[src/rtl/core/xcfp_pkg.sv]
package xcfp_pkg;

  localparam logic [7:0]  HeaderByte     = 8'hFF;
  localparam logic [15:0] MinFrameLength = 16'd2;
  localparam logic [15:0] MaxLengthReset = 16'd13;

  typedef enum logic [1:0] {
    StOk          = 2'd0,
    StBadHeader   = 2'd1,
    StBadChecksum = 2'd2,
    StBadLength   = 2'd3
  } status_e;

  typedef struct packed {
    logic [7:0] data_byte;
    logic       frame_start;
  } in_item_t;

  typedef struct packed {
    status_e    status;
    logic [7:0] command;
    logic [7:0] sequence_res;
  } out_item_t;

  typedef struct packed {
    logic      valid;
    out_item_t item;
  } step_res_t;

endpackage

[src/rtl/core/xor_checked_frame_parser.sv]
// byte-serial parser for length-prefixed frames with an xor checksum
// input channel: one frame byte per transaction, frame_start marks the
// first byte of a frame; a start inside a frame drops that frame silently
// output channel: one result per frame (ok, bad header, bad checksum,
// bad length) with the command byte and the last good sequence byte
// config: cfg_we_i writes the largest accepted length from cfg_data_i;
// the user must write it only while no frame byte is in flight, and the block does not enforce this
// a byte taken lands in the input register, is parsed from there by the
// parse stage, and any result is captured in the result register and
// presented on out_valid_o
// throughput: one byte per cycle while the parse stage is not stalled,
// set by the single parse stage between the input register and the
// result register; a waiting result stalls the parse stage only if the
// next byte also produces a result; in_ready_o drops once the input
// register is full and cannot move on
// reset: parser idle, stored sequence zero, length limit 13, both
// channels empty
module xor_checked_frame_parser import xcfp_pkg::*; (
  input  logic        clk_i,
  input  logic        rst_ni,
  input  logic        in_valid_i,
  output logic        in_ready_o,
  input  in_item_t    in_data_i,
  output logic        out_valid_o,
  input  logic        out_ready_i,
  output out_item_t   out_data_o,
  input  logic        cfg_we_i,
  input  logic [15:0] cfg_data_i
);

  logic      in_valid_q;
  in_item_t  in_data_q;
  logic      out_valid_q;
  out_item_t out_data_q;
  logic      fire;
  step_res_t res;

  assign fire       = in_valid_q & (~out_valid_q | out_ready_i | ~res.valid);
  assign in_ready_o = ~in_valid_q | fire;

  xcfp_parse_core u_core (
    .clk_i      (clk_i),
    .rst_ni     (rst_ni),
    .step_i     (fire),
    .item_i     (in_data_q),
    .cfg_we_i   (cfg_we_i),
    .cfg_data_i (cfg_data_i),
    .res_o      (res)
  );

  always_ff @(posedge clk_i or negedge rst_ni) begin
    if (!rst_ni) begin
      in_valid_q  <= 1'b0;
      out_valid_q <= 1'b0;
    end else begin
      if (in_ready_o) begin
        in_valid_q <= in_valid_i;
      end
      if (fire && res.valid) begin
        out_valid_q <= 1'b1;
      end else if (out_ready_i) begin
        out_valid_q <= 1'b0;
      end
    end
  end

  always_ff @(posedge clk_i) begin
    if (in_ready_o && in_valid_i) begin
      in_data_q <= in_data_i;
    end
    if (fire && res.valid) begin
      out_data_q <= res.item;
    end
  end

  assign out_valid_o = out_valid_q;
  assign out_data_o  = out_data_q;

endmodule

[src/rtl/core/xcfp_parse_core.sv]
module xcfp_parse_core import xcfp_pkg::*; (
  input  logic      clk_i,
  input  logic      rst_ni,
  input  logic      step_i,
  input  in_item_t  item_i,
  input  logic      cfg_we_i,
  input  logic [15:0] cfg_data_i,
  output step_res_t res_o
);

  typedef enum logic [2:0] {
    PhIdle    = 3'd0,
    PhHdrGood = 3'd1,
    PhHdrBad  = 3'd2,
    PhLenHi   = 3'd3,
    PhLenLo   = 3'd4,
    PhPayload = 3'd5,
    PhCheck   = 3'd6
  } phase_e;

  phase_e      phase_q, phase_d;
  logic [15:0] count_q, count_d;
  logic [15:0] len_q, len_d;
  logic [7:0]  xor_q, xor_d;
  logic [7:0]  pcmd_q, pcmd_d;
  logic [7:0]  pseq_q, pseq_d;
  logic [7:0]  last_q, last_d;
  logic [15:0] max_len_q;

  logic [7:0]  b;
  logic [15:0] len_full;
  logic [15:0] count_inc;
  logic [7:0]  seq_v;
  logic        emit;
  status_e     status;
  logic [7:0]  command;

  assign b         = item_i.data_byte;
  assign len_full  = {len_q[15:8], b};
  assign count_inc = count_q + 16'd1;
  assign seq_v     = (len_q == MinFrameLength) ? b : pseq_q;

  always_comb begin
    phase_d = phase_q;
    count_d = count_q;
    len_d   = len_q;
    xor_d   = xor_q;
    pcmd_d  = pcmd_q;
    pseq_d  = pseq_q;
    last_d  = last_q;
    emit    = 1'b0;
    status  = StOk;
    command = 8'd0;
    if (item_i.frame_start) begin
      count_d = '0;
      xor_d   = '0;
      pcmd_d  = '0;
      pseq_d  = '0;
      len_d   = '0;
      phase_d = (b == HeaderByte) ? PhHdrGood : PhHdrBad;
    end else begin
      unique case (phase_q)
        PhHdrGood, PhHdrBad: begin
          if (phase_q == PhHdrBad || b != HeaderByte) begin
            emit    = 1'b1;
            status  = StBadHeader;
            phase_d = PhIdle;
          end else begin
            phase_d = PhLenHi;
          end
        end
        PhLenHi: begin
          len_d   = {b, 8'd0};
          xor_d   = b;
          phase_d = PhLenLo;
        end
        PhLenLo: begin
          len_d = len_full;
          xor_d = xor_q ^ b;
          if (len_full < MinFrameLength || len_full > max_len_q) begin
            emit    = 1'b1;
            status  = StBadLength;
            phase_d = PhIdle;
          end else begin
            count_d = '0;
            phase_d = PhPayload;
          end
        end
        PhPayload: begin
          if (count_q == 16'd0) begin
            pcmd_d = b;
          end else if (count_q == 16'd1) begin
            pseq_d = b;
          end
          xor_d   = xor_q ^ b;
          count_d = count_inc;
          if (count_inc >= len_q - 16'd1) begin
            phase_d = PhCheck;
          end
        end
        PhCheck: begin
          pseq_d  = seq_v;
          emit    = 1'b1;
          phase_d = PhIdle;
          if (b != xor_q) begin
            status = StBadChecksum;
          end else begin
            status  = StOk;
            command = pcmd_q;
            last_d  = seq_v;
          end
        end
        default: phase_d = PhIdle;
      endcase
    end
  end

  always_comb begin
    res_o.valid             = emit;
    res_o.item.status       = status;
    res_o.item.command      = command;
    res_o.item.sequence_res = last_d;
  end

  always_ff @(posedge clk_i or negedge rst_ni) begin
    if (!rst_ni) begin
      phase_q   <= PhIdle;
      count_q   <= '0;
      len_q     <= '0;
      xor_q     <= '0;
      pcmd_q    <= '0;
      pseq_q    <= '0;
      last_q    <= '0;
      max_len_q <= MaxLengthReset;
    end else begin
      if (cfg_we_i) begin
        max_len_q <= cfg_data_i;
      end
      if (step_i) begin
        phase_q <= phase_d;
        count_q <= count_d;
        len_q   <= len_d;
        xor_q   <= xor_d;
        pcmd_q  <= pcmd_d;
        pseq_q  <= pseq_d;
        last_q  <= last_d;
      end
    end
  end

`ifndef NO_ASSERTIONS
  // any result ends the frame
  assert property (@(posedge clk_i) disable iff (!rst_ni)
    (step_i && res_o.valid) |=> phase_q == PhIdle)
    else $error("parser not idle after result");

  // failed frames carry no command
  assert property (@(posedge clk_i) disable iff (!rst_ni)
    (step_i && res_o.valid && res_o.item.status != StOk) |-> res_o.item.command == 8'd0)
    else $error("command on failed frame");

  // payload count never reaches the checksum position
  assert property (@(posedge clk_i) disable iff (!rst_ni)
    phase_q == PhPayload |-> count_q < len_q - 16'd1)
    else $error("payload count overrun");

  // stored sequence only moves on a good frame
  assert property (@(posedge clk_i) disable iff (!rst_ni)
    !(step_i && res_o.valid && res_o.item.status == StOk) |=> $stable(last_q))
    else $error("sequence changed without good frame");
`endif

endmodule
[config.mk]
export PLATFORM = sky130hd
export DESIGN_NAME = xor_checked_frame_parser
export DESIGN_NICKNAME = d
export VERILOG_FILES = /design/src/rtl/core/xcfp_pkg.sv /design/src/rtl/core/xor_checked_frame_parser.sv /design/src/rtl/core/xcfp_parse_core.sv
export SDC_FILE = /design/constraint.sdc
export NUM_CORES = 1
export LEC_CHECK = 0
export BUFFER_PORTS_ARGS = -buffer_cell sky130_fd_sc_hd__buf_4
export CAP_MARGIN = 20
export CORE_MARGIN = 2
export CORE_UTILIZATION = 55
export CTS_BUF_LIST = sky130_fd_sc_hd__clkbuf_16
export CTS_CLUSTER_SIZE = 30
export DETAILED_ROUTE_END_ITERATION = 7
export PLACE_DENSITY = 0.85
export SKIP_LAST_GASP = 1
export SLEW_MARGIN = 15
export SYNTH_ARGS = -nofsm -noshare
export SYNTH_HDL_FRONTEND = slang
export SYNTH_SLANG_ARGS = --single-unit
[constraint.sdc]
create_clock -name clk_i -period 3.6 [get_ports clk_i]
set_input_delay 0.54 -clock clk_i [delete_from_list [all_inputs] [get_ports clk_i]]
set_output_delay 0.54 -clock clk_i [all_outputs]
set_load 0.01 [all_outputs]
==> results.md, run 1 <==
- Status: completed
- Mean Syn Cell Area: 9.94 um2
- Post-CTS Setup Inserts: 0
- Actual slew at the worst max-slew pin: 1.03 ns
- P&R area growth vs syn: 13.0%
- IO buf count: 49
- Synth Area in Adders: 0.0730
- Mux cell area share after synthesis: 0.0513
- Max-slew violation count: 0
- Fillers: 891
- CTS Hold Bufs: 0
- Final Critical Period: 3.19 ns
- Setup CP Type: reg -> out
- Commonest non-fill, non-tap cell in the layout: dfrtp_1
- DR iter-0 viols: 284
- Die X: 111 um
- Most frequent cells in the layout: dfrtp_1, nand2_1, inv_1
- Final WL: 14300 um
- Area occupied by multi-input gates: 0.00306 mm2
- Sequential share of the synthesized area: 0.464
- Final Setup Violations: 0
- GRT Resource Usage Total: 0.242
- Clock Root Buffer: clkbuf_16
- Total I/O pin count: 50
- Synthesized Nets: 705
- Initial antenna violation count: 0
- Register area: 0.00294 mm2
- Asr flop ratio synth: 0.759
- Max frequency: 314 MHz
- Switching power: 756 uW
- XOR/XNOR Fraction of Synth Area: 0.0497
- Htree depth: 3
- Worst hold path type: in -> async
- Final cell count without fillers: 827
- Vias: 4921
- Die Ht: 111 um
- Post-Synth Simple-Gate Area: 0.156
- Crit end category: output pin
- Placed cells: 810
- Max-slew headroom: 0.314
- Setup TNS: 0 ns
- Full die area: 0.0124 mm2
- Resize count post-CTS: 0
- Reg2reg end: u_core.phase_q[0]$_DFFE_PN0P_
- Initial core utilization: 0.560
- Combinational share of power: 0.140
- Reg2Reg Setup Slack: 0.44 ns
- Post-DP HPWL: 10400 um
- Layout Utilization: 0.633
- Ys flop type: dfrtp_1
- Lkg Pwr: 0.00327 uW
- Number of max-cap violations: 0
- Pwr Total: 2830 uW
- Final-stage net count: 746
- PD cells: 395 mW/mm2
- Setup WS pre-CTS: 0.447 ns
- Largest net degree at the start of global routing: 86
- Largest family of logic cells by synthesized area: simple AND/OR/NAND/NOR gates
- Worst flop-to-flop path startpoint: u_core.count_q[0]$_DFFE_PN0P_
- Vias in the first global route: 4972
- Setup WS post-layout: 0.414 ns
- Sink Count: 112
- Global-route wire length before repair: 24100 um
- Cells after Synth: 638
- First-pass DRT Iterations: 5
- Ys Warns: 0
- Skew final: 0.00566 ns
- Clock power share: 0.358
- Row cnt: 39
- Clk buf depth: 2
- Fraction of the mapped netlist area in compound gates: 0.151
- RSZ-0062 raised after global routing: no
- Worst-skew pair later-pin latency: 0.36 ns
- Synthesized area: 0.00634 mm2
- Total congestion overflow: 0
- P_int: 2080 uW
- TritonCTS clock tree: built
- Post-synth EDFFs: 27
- Drt via density: 5.95
- Share of cells above drive strength 1: 0.156
- IR Drop Worst-Case VDD: 0.000316 V
- Final period utilization: 0.885
- Critical Path Fanout Max: 5
- Avg WL per Cell: 17.3 um
- ANT cells: 0
- Worst-path clk slew: 0.07 ns
- Number of synthesized register bits: 112
- Crit path launch type: flop
- Final Wtd Congestion: 0.902
- Flop pwr share: 0.502
- Synth unique cells: 63
- Switching share of total power: 0.267
- Total clock buffers created by CTS: 9
- Req. time, crit path: 3.06 ns
- # DRC: 0
- CP arrival: 2.65 ns
- R2R depth: 12
- Final ANT Viol Nets: 0
- Core Area: 0.0113 mm2
- Final hold vios: 0
==> synth_stat cells, types with 4 or more instances <==
cell type / count / share of area
dfrtp_1: 82 / 0.32
nand2_1: 63 / 0.037
inv_1: 58 / 0.034
nor2_1: 50 / 0.030
ha_1: 37 / 0.073
o21ai_0: 32 / 0.025
edfxtp_1: 27 / 0.13
a21oi_1: 23 / 0.018
o2bb2ai_1: 21 / 0.029
xnor2_1: 20 / 0.028
mux2i_1: 19 / 0.030
clkbuf_1: 17 / 0.010
xor2_1: 16 / 0.022
nor3_1: 15 / 0.012
nand3_1: 12 / 0.0095
nor4_1: 12 / 0.012
mux2_2: 10 / 0.018
nand2b_1: 10 / 0.0099
nand4_1: 10 / 0.0099
o21ai_1: 10 / 0.0079
buf_2: 9 / 0.0071
a221oi_2: 8 / 0.019
a31oi_1: 8 / 0.0079
a21o_1: 6 / 0.0071
and3_1: 4 / 0.0039
nor2b_1: 4 / 0.0039
==> stage by stage <==
stage | hold slack [ns] | cell area, um2
5_1_grt | 0.179 | 7170
3_5_place_dp | 0.474 | 6840
6_report | 0.147 | 7170
2_1_floorplan | 0.244 | 6350
3_3_place_gp | 0.471 | 6840
4_1_cts | 0.342 | 7140
==> layer usage <==
metal / GRT usage / share of wire
met1: 0.319 / 0.43
met2: 0.394 / 0.49
met3: 0.0397 / 0.054
met4: 0.113 / 0.024
met5: 0 / 0
==> layout make-up <==
type | count | share of cell area
sequential | 112 | 0.411
tap | 143 | 0.0250
inverter | 58 | 0.0304
clock inverter | 7 | 0.00978
clock buffer | 9 | 0.0314
timing repair buffer | 59 | 0.0664
multi-input combinational | 439 | 0.427
==> flip-flops by register name, indices dropped and copies added (netlist names) <==
register and count:
in_data_q 9, in_valid_q 1, out_data_o 18, out_valid_o 1
u_core.count_q 16, u_core.last_q 8, u_core.len_q 16, u_core.max_len_q 16
u_core.pcmd_q 8, u_core.phase_q 3, u_core.pseq_q 8, u_core.xor_q 8
==> critical path: stages (launching register included) <==
cell     delay, ns
dfrtp_1       0.48
ha_1          0.35
a21oi_1       0.17
nor2_1        0.06
or3_1         0.41
nor4_4        0.39
o21ai_1       0.14
nand2_1       0.15
buf_4         0.14
==> cell families after synthesis <==
| family | Yosys count |
|---|---|
| AO/OA/AOI/OAI | 134 |
| XOR/XNOR | 36 |
| adder cells (fa/ha/maj) | 37 |
| buffers and inverters | 87 |
| flip-flops | 112 |
| multiplexers | 31 |
| AND/OR/NAND/NOR | 201 |
==> worst max-delay path by stage <==
stage / slack [ns] / end / startpoint / depth (start not counted)
after CTS: 0.44 / u_core.phase_q[0]$_DFFE_PN0P_ / u_core.count_q[0]$_DFFE_PN0P_ / 12
after global routing: 0.12 / u_core.phase_q[0]$_DFFE_PN0P_ / u_core.count_q[0]$_DFFE_PN0P_ / 12
after detailed placement: 0.45 / u_core.phase_q[1]$_DFFE_PN0P_ / u_core.count_q[0]$_DFFE_PN0P_ / 12
after floorplan: 0.38 / out_data_o[0]$_DFFE_PP_ / u_core.len_q[13]$_DFFE_PN0P_ / 9
final: 0.41 / in_ready_o / u_core.len_q[11]$_DFFE_PN0P_ / 8
after global placement: 0.64 / u_core.phase_q[0]$_DFFE_PN0P_ / u_core.count_q[0]$_DFFE_PN0P_ / 13
==> power groups by stage <==
stage | combinational [uW] | clock, uW | sequential (uW)
finish | 396 | 1010 | 1420
global route | 443 | 1070 | 1430
CTS | 393 | 1030 | 1420
detailed placement | 391 | 0 | 1440
global placement | 371 | 0 | 1440
floorplan | 260 | 0 | 1430
No activity file was read; power rests on OpenSTA's default activity.
==> run 2, diff against run 1 <==
GPL_TIMING_DRIVEN = 0   (was not set)
==> results.md, run 2 (synthesized netlist as in run 1, its figures left out) <==
- Placed cells: 830 (+2.5%)
- Worst flop-to-flop path startpoint: u_core.len_q[15]$_DFFE_PN0P_
- Post-DP HPWL: 10800 um (+3.8%)
- Reg2reg end: out_data_o[16]$_SDFFCE_PP0P_
- # DRC: 0 (unchanged)
- Clock power share: 0.346 (-0.012)
- Die Ht: 111 um (unchanged)
- Switching share of total power: 0.280 (+0.0135)
- GRT Resource Usage Total: 0.252 (+0.0102)
- Max-slew violation count: 0 (unchanged)
- Final Wtd Congestion: 0.928 (+2.8%)
- Max frequency: 293 MHz (-6.7%)
- Clk buf depth: 2 (unchanged)
- Req. time, crit path: 3.73 ns (+0.67 ns)
- CP arrival: 3.54 ns (+0.89 ns)
- DR iter-0 viols: 488 (+72%)
- Final-stage net count: 766 (+2.7%)
- Critical Path Fanout Max: 18 (+13)
- Worst Hold Margin: 0.182 ns (+0.0349 ns)
- Worst-path clk slew: 0.08 ns (about the same)
- Reg2Reg Setup Slack: 0.19 ns (-0.25 ns)
- CP cell instances: ha_1, nand4_2, nor4_1, a21boi_1, nor4_4, o21ai_2, buf_4, buf_2, nor3_4, buf_12
- Fillers: 894 (+0.34%)
- Slowest-stage cell, CP: nor4_1
- Worst-skew pair later-pin latency: 0.36 ns (about the same)
- Drt via density: 6.03 (+1.4%)
- Worst hold path type: in -> async
- Skew final: 0.00797 ns (+0.00231 ns)
- Setup WS post-layout: 0.186 ns (-0.227 ns)
- Actual slew at the worst max-slew pin: 0.819 ns (-0.206 ns)
- Final period utilization: 0.948 (+0.0631)
- First-pass DRT Iterations: 7 (+2)
- Final cell count without fillers: 847 (+2.4%)
- Htree depth: 3 (unchanged)
- Vias in the first global route: 5078 (+2.1%)
- Clock Root Buffer: clkbuf_16
- RSZ-0062 raised after global routing: no
- Status: completed
- Number of max-cap violations: 0 (unchanged)
- Final hold vios: 0 (unchanged)
- Most frequent cells in the layout: dfrtp_1, nand2_1, inv_1
- Avg WL per Cell: 18.0 um (+3.6%)
- Core Area: 0.0113 mm2 (unchanged)
- Total congestion overflow: 0 (unchanged)
- R2R depth: 10 (-2)
- WP buf/inv: 3 (+2)
- P&R area growth vs syn: 13.7%
- Setup WS pre-CTS: -0.0128 ns (-0.460 ns)
- Global-route wire length before repair: 25100 um (+4.3%)
- Crit end category: flop
- Largest net degree at the start of global routing: 86 (unchanged)
- Final Setup Violations: 0 (unchanged)
- Crit path launch type: flop
- P_int: 2000 uW (-3.4%)
- Combinational share of power: 0.146 (+0.006)
- PD cells: 386 mW/mm2 (-2.2%)
- CTS Hold Bufs: 0 (unchanged)
- Setup CP Type: reg -> reg
- Die X: 111 um (unchanged)
- Final Critical Period: 3.41 ns (+0.227 ns)
- ANT cells: 0 (unchanged)
- Final ANT Viol Nets: 0 (unchanged)
- Max stage delay on crit path: 0.49 ns (about the same)
- Total clock buffers created by CTS: 9 (unchanged)
- Share of cells above drive strength 1: 0.155 (-0.00160)
- Lkg Pwr: 0.00329 uW (+0.57%)
- Initial antenna violation count: 0 (unchanged)
- Sink Count: 112 (unchanged)
- Switching power: 781 uW (+3.3%)
- Max FFs per register: 18 (unchanged)
- Vias: 5109 (+3.8%)
- Delay-heaviest family, CP: simple AND/OR/NAND/NOR gates
- TritonCTS clock tree: built
- Final WL: 15200 um (+6.1%)
- IR Drop Worst-Case VDD: 0.000250 V (-21%)
- IO buf count: 49 (unchanged)
- Total I/O pin count: 50 (unchanged)
- Commonest non-fill, non-tap cell in the layout: dfrtp_1
- Max-slew headroom: 0.454 (+0.140)
- Initial core utilization: 0.560 (unchanged)
- Setup TNS: 0 ns (unchanged)
- Flop pwr share: 0.509 (+0.007)
- Row cnt: 39 (unchanged)
- Full die area: 0.0124 mm2 (unchanged)
==> run 2: changes by cell type in the layout (fill, tap and decap cells not counted), moves of 2 or more <==
cell | before | now
buf_2 | 0 | 9
buf_4 | 57 | 49
buf_6 | 0 | 2
clkbuf_1 | 0 | 17
clkinv_2 | 4 | 2
nor3_4 | 0 | 2
==> run 2: metal layers <==
metal / GRT usage / part of all wire / up-vias
met2: 0.411 / 0.49 / 211
met1: 0.333 / 0.42 / 2477
met4: 0.0988 / 0.031 / 0
li1: - / - / 2374
met3: 0.0528 / 0.066 / 47
met5: 0 / 0 / -
==> run 2: power by group through the flow <==
stage               Clock [uW]  Combinational (uW)  Sequential [uW]
floorplan                    0                 260             1430
global placement             0                 371             1440
detailed placement           0                 394             1440
CTS                        967                 402             1410
global route              1010                 449             1420
finish                     963                 406             1420
==> run 2: cell type report <==
class / count / area (um2) / area share
Tap cell: 143 / 179 / 0.0248
Sequential cell: 112 / 2940 / 0.408
Inverter: 58 / 218 / 0.0302
Timing Repair Buffer: 50 / 392 / 0.0543
Clock buffer: 9 / 225 / 0.0312
Buffer: 29 / 131 / 0.0182
Multi-Input combinational cell: 439 / 3080 / 0.427
Clock inverter: 7 / 46.3 / 0.00642
==> run 2: timing repair <==
action                                  CTS  global route
resized for setup                         0             3
setup buffers                             1             0
endpoints found under the setup margin   18             3
pin swaps                                 1             1
==> run 2: how the worst max path moves through the flow <==
| stage | from | to | cells after the start |
|---|---|---|---|
| 6_report | u_core.len_q[15]$_DFFE_PN0P_ | out_data_o[16]$_SDFFCE_PP0P_ | 10 |
| 5_1_grt | u_core.count_q[0]$_DFFE_PN0P_ | u_core.phase_q[0]$_DFFE_PN0P_ | 13 |
| 4_1_cts | u_core.count_q[0]$_DFFE_PN0P_ | u_core.phase_q[1]$_DFFE_PN0P_ | 13 |
| 3_5_place_dp | u_core.len_q[15]$_DFFE_PN0P_ | out_data_o[16]$_SDFFCE_PP0P_ | 8 |
| 3_3_place_gp | u_core.len_q[15]$_DFFE_PN0P_ | out_data_o[16]$_SDFFCE_PP0P_ | 8 |
| 2_1_floorplan | u_core.len_q[13]$_DFFE_PN0P_ | out_data_o[0]$_DFFE_PP_ | 9 |
==> run 2: through the flow <==
stage,total power (uW),cell area [um2],utilization
floorplan,1690,6350,-
global placement,1810,6890,0.609
detailed placement,1830,6900,0.610
CTS,2780,7190,0.635
global route,2880,7210,0.637
finish,2790,7210,0.637
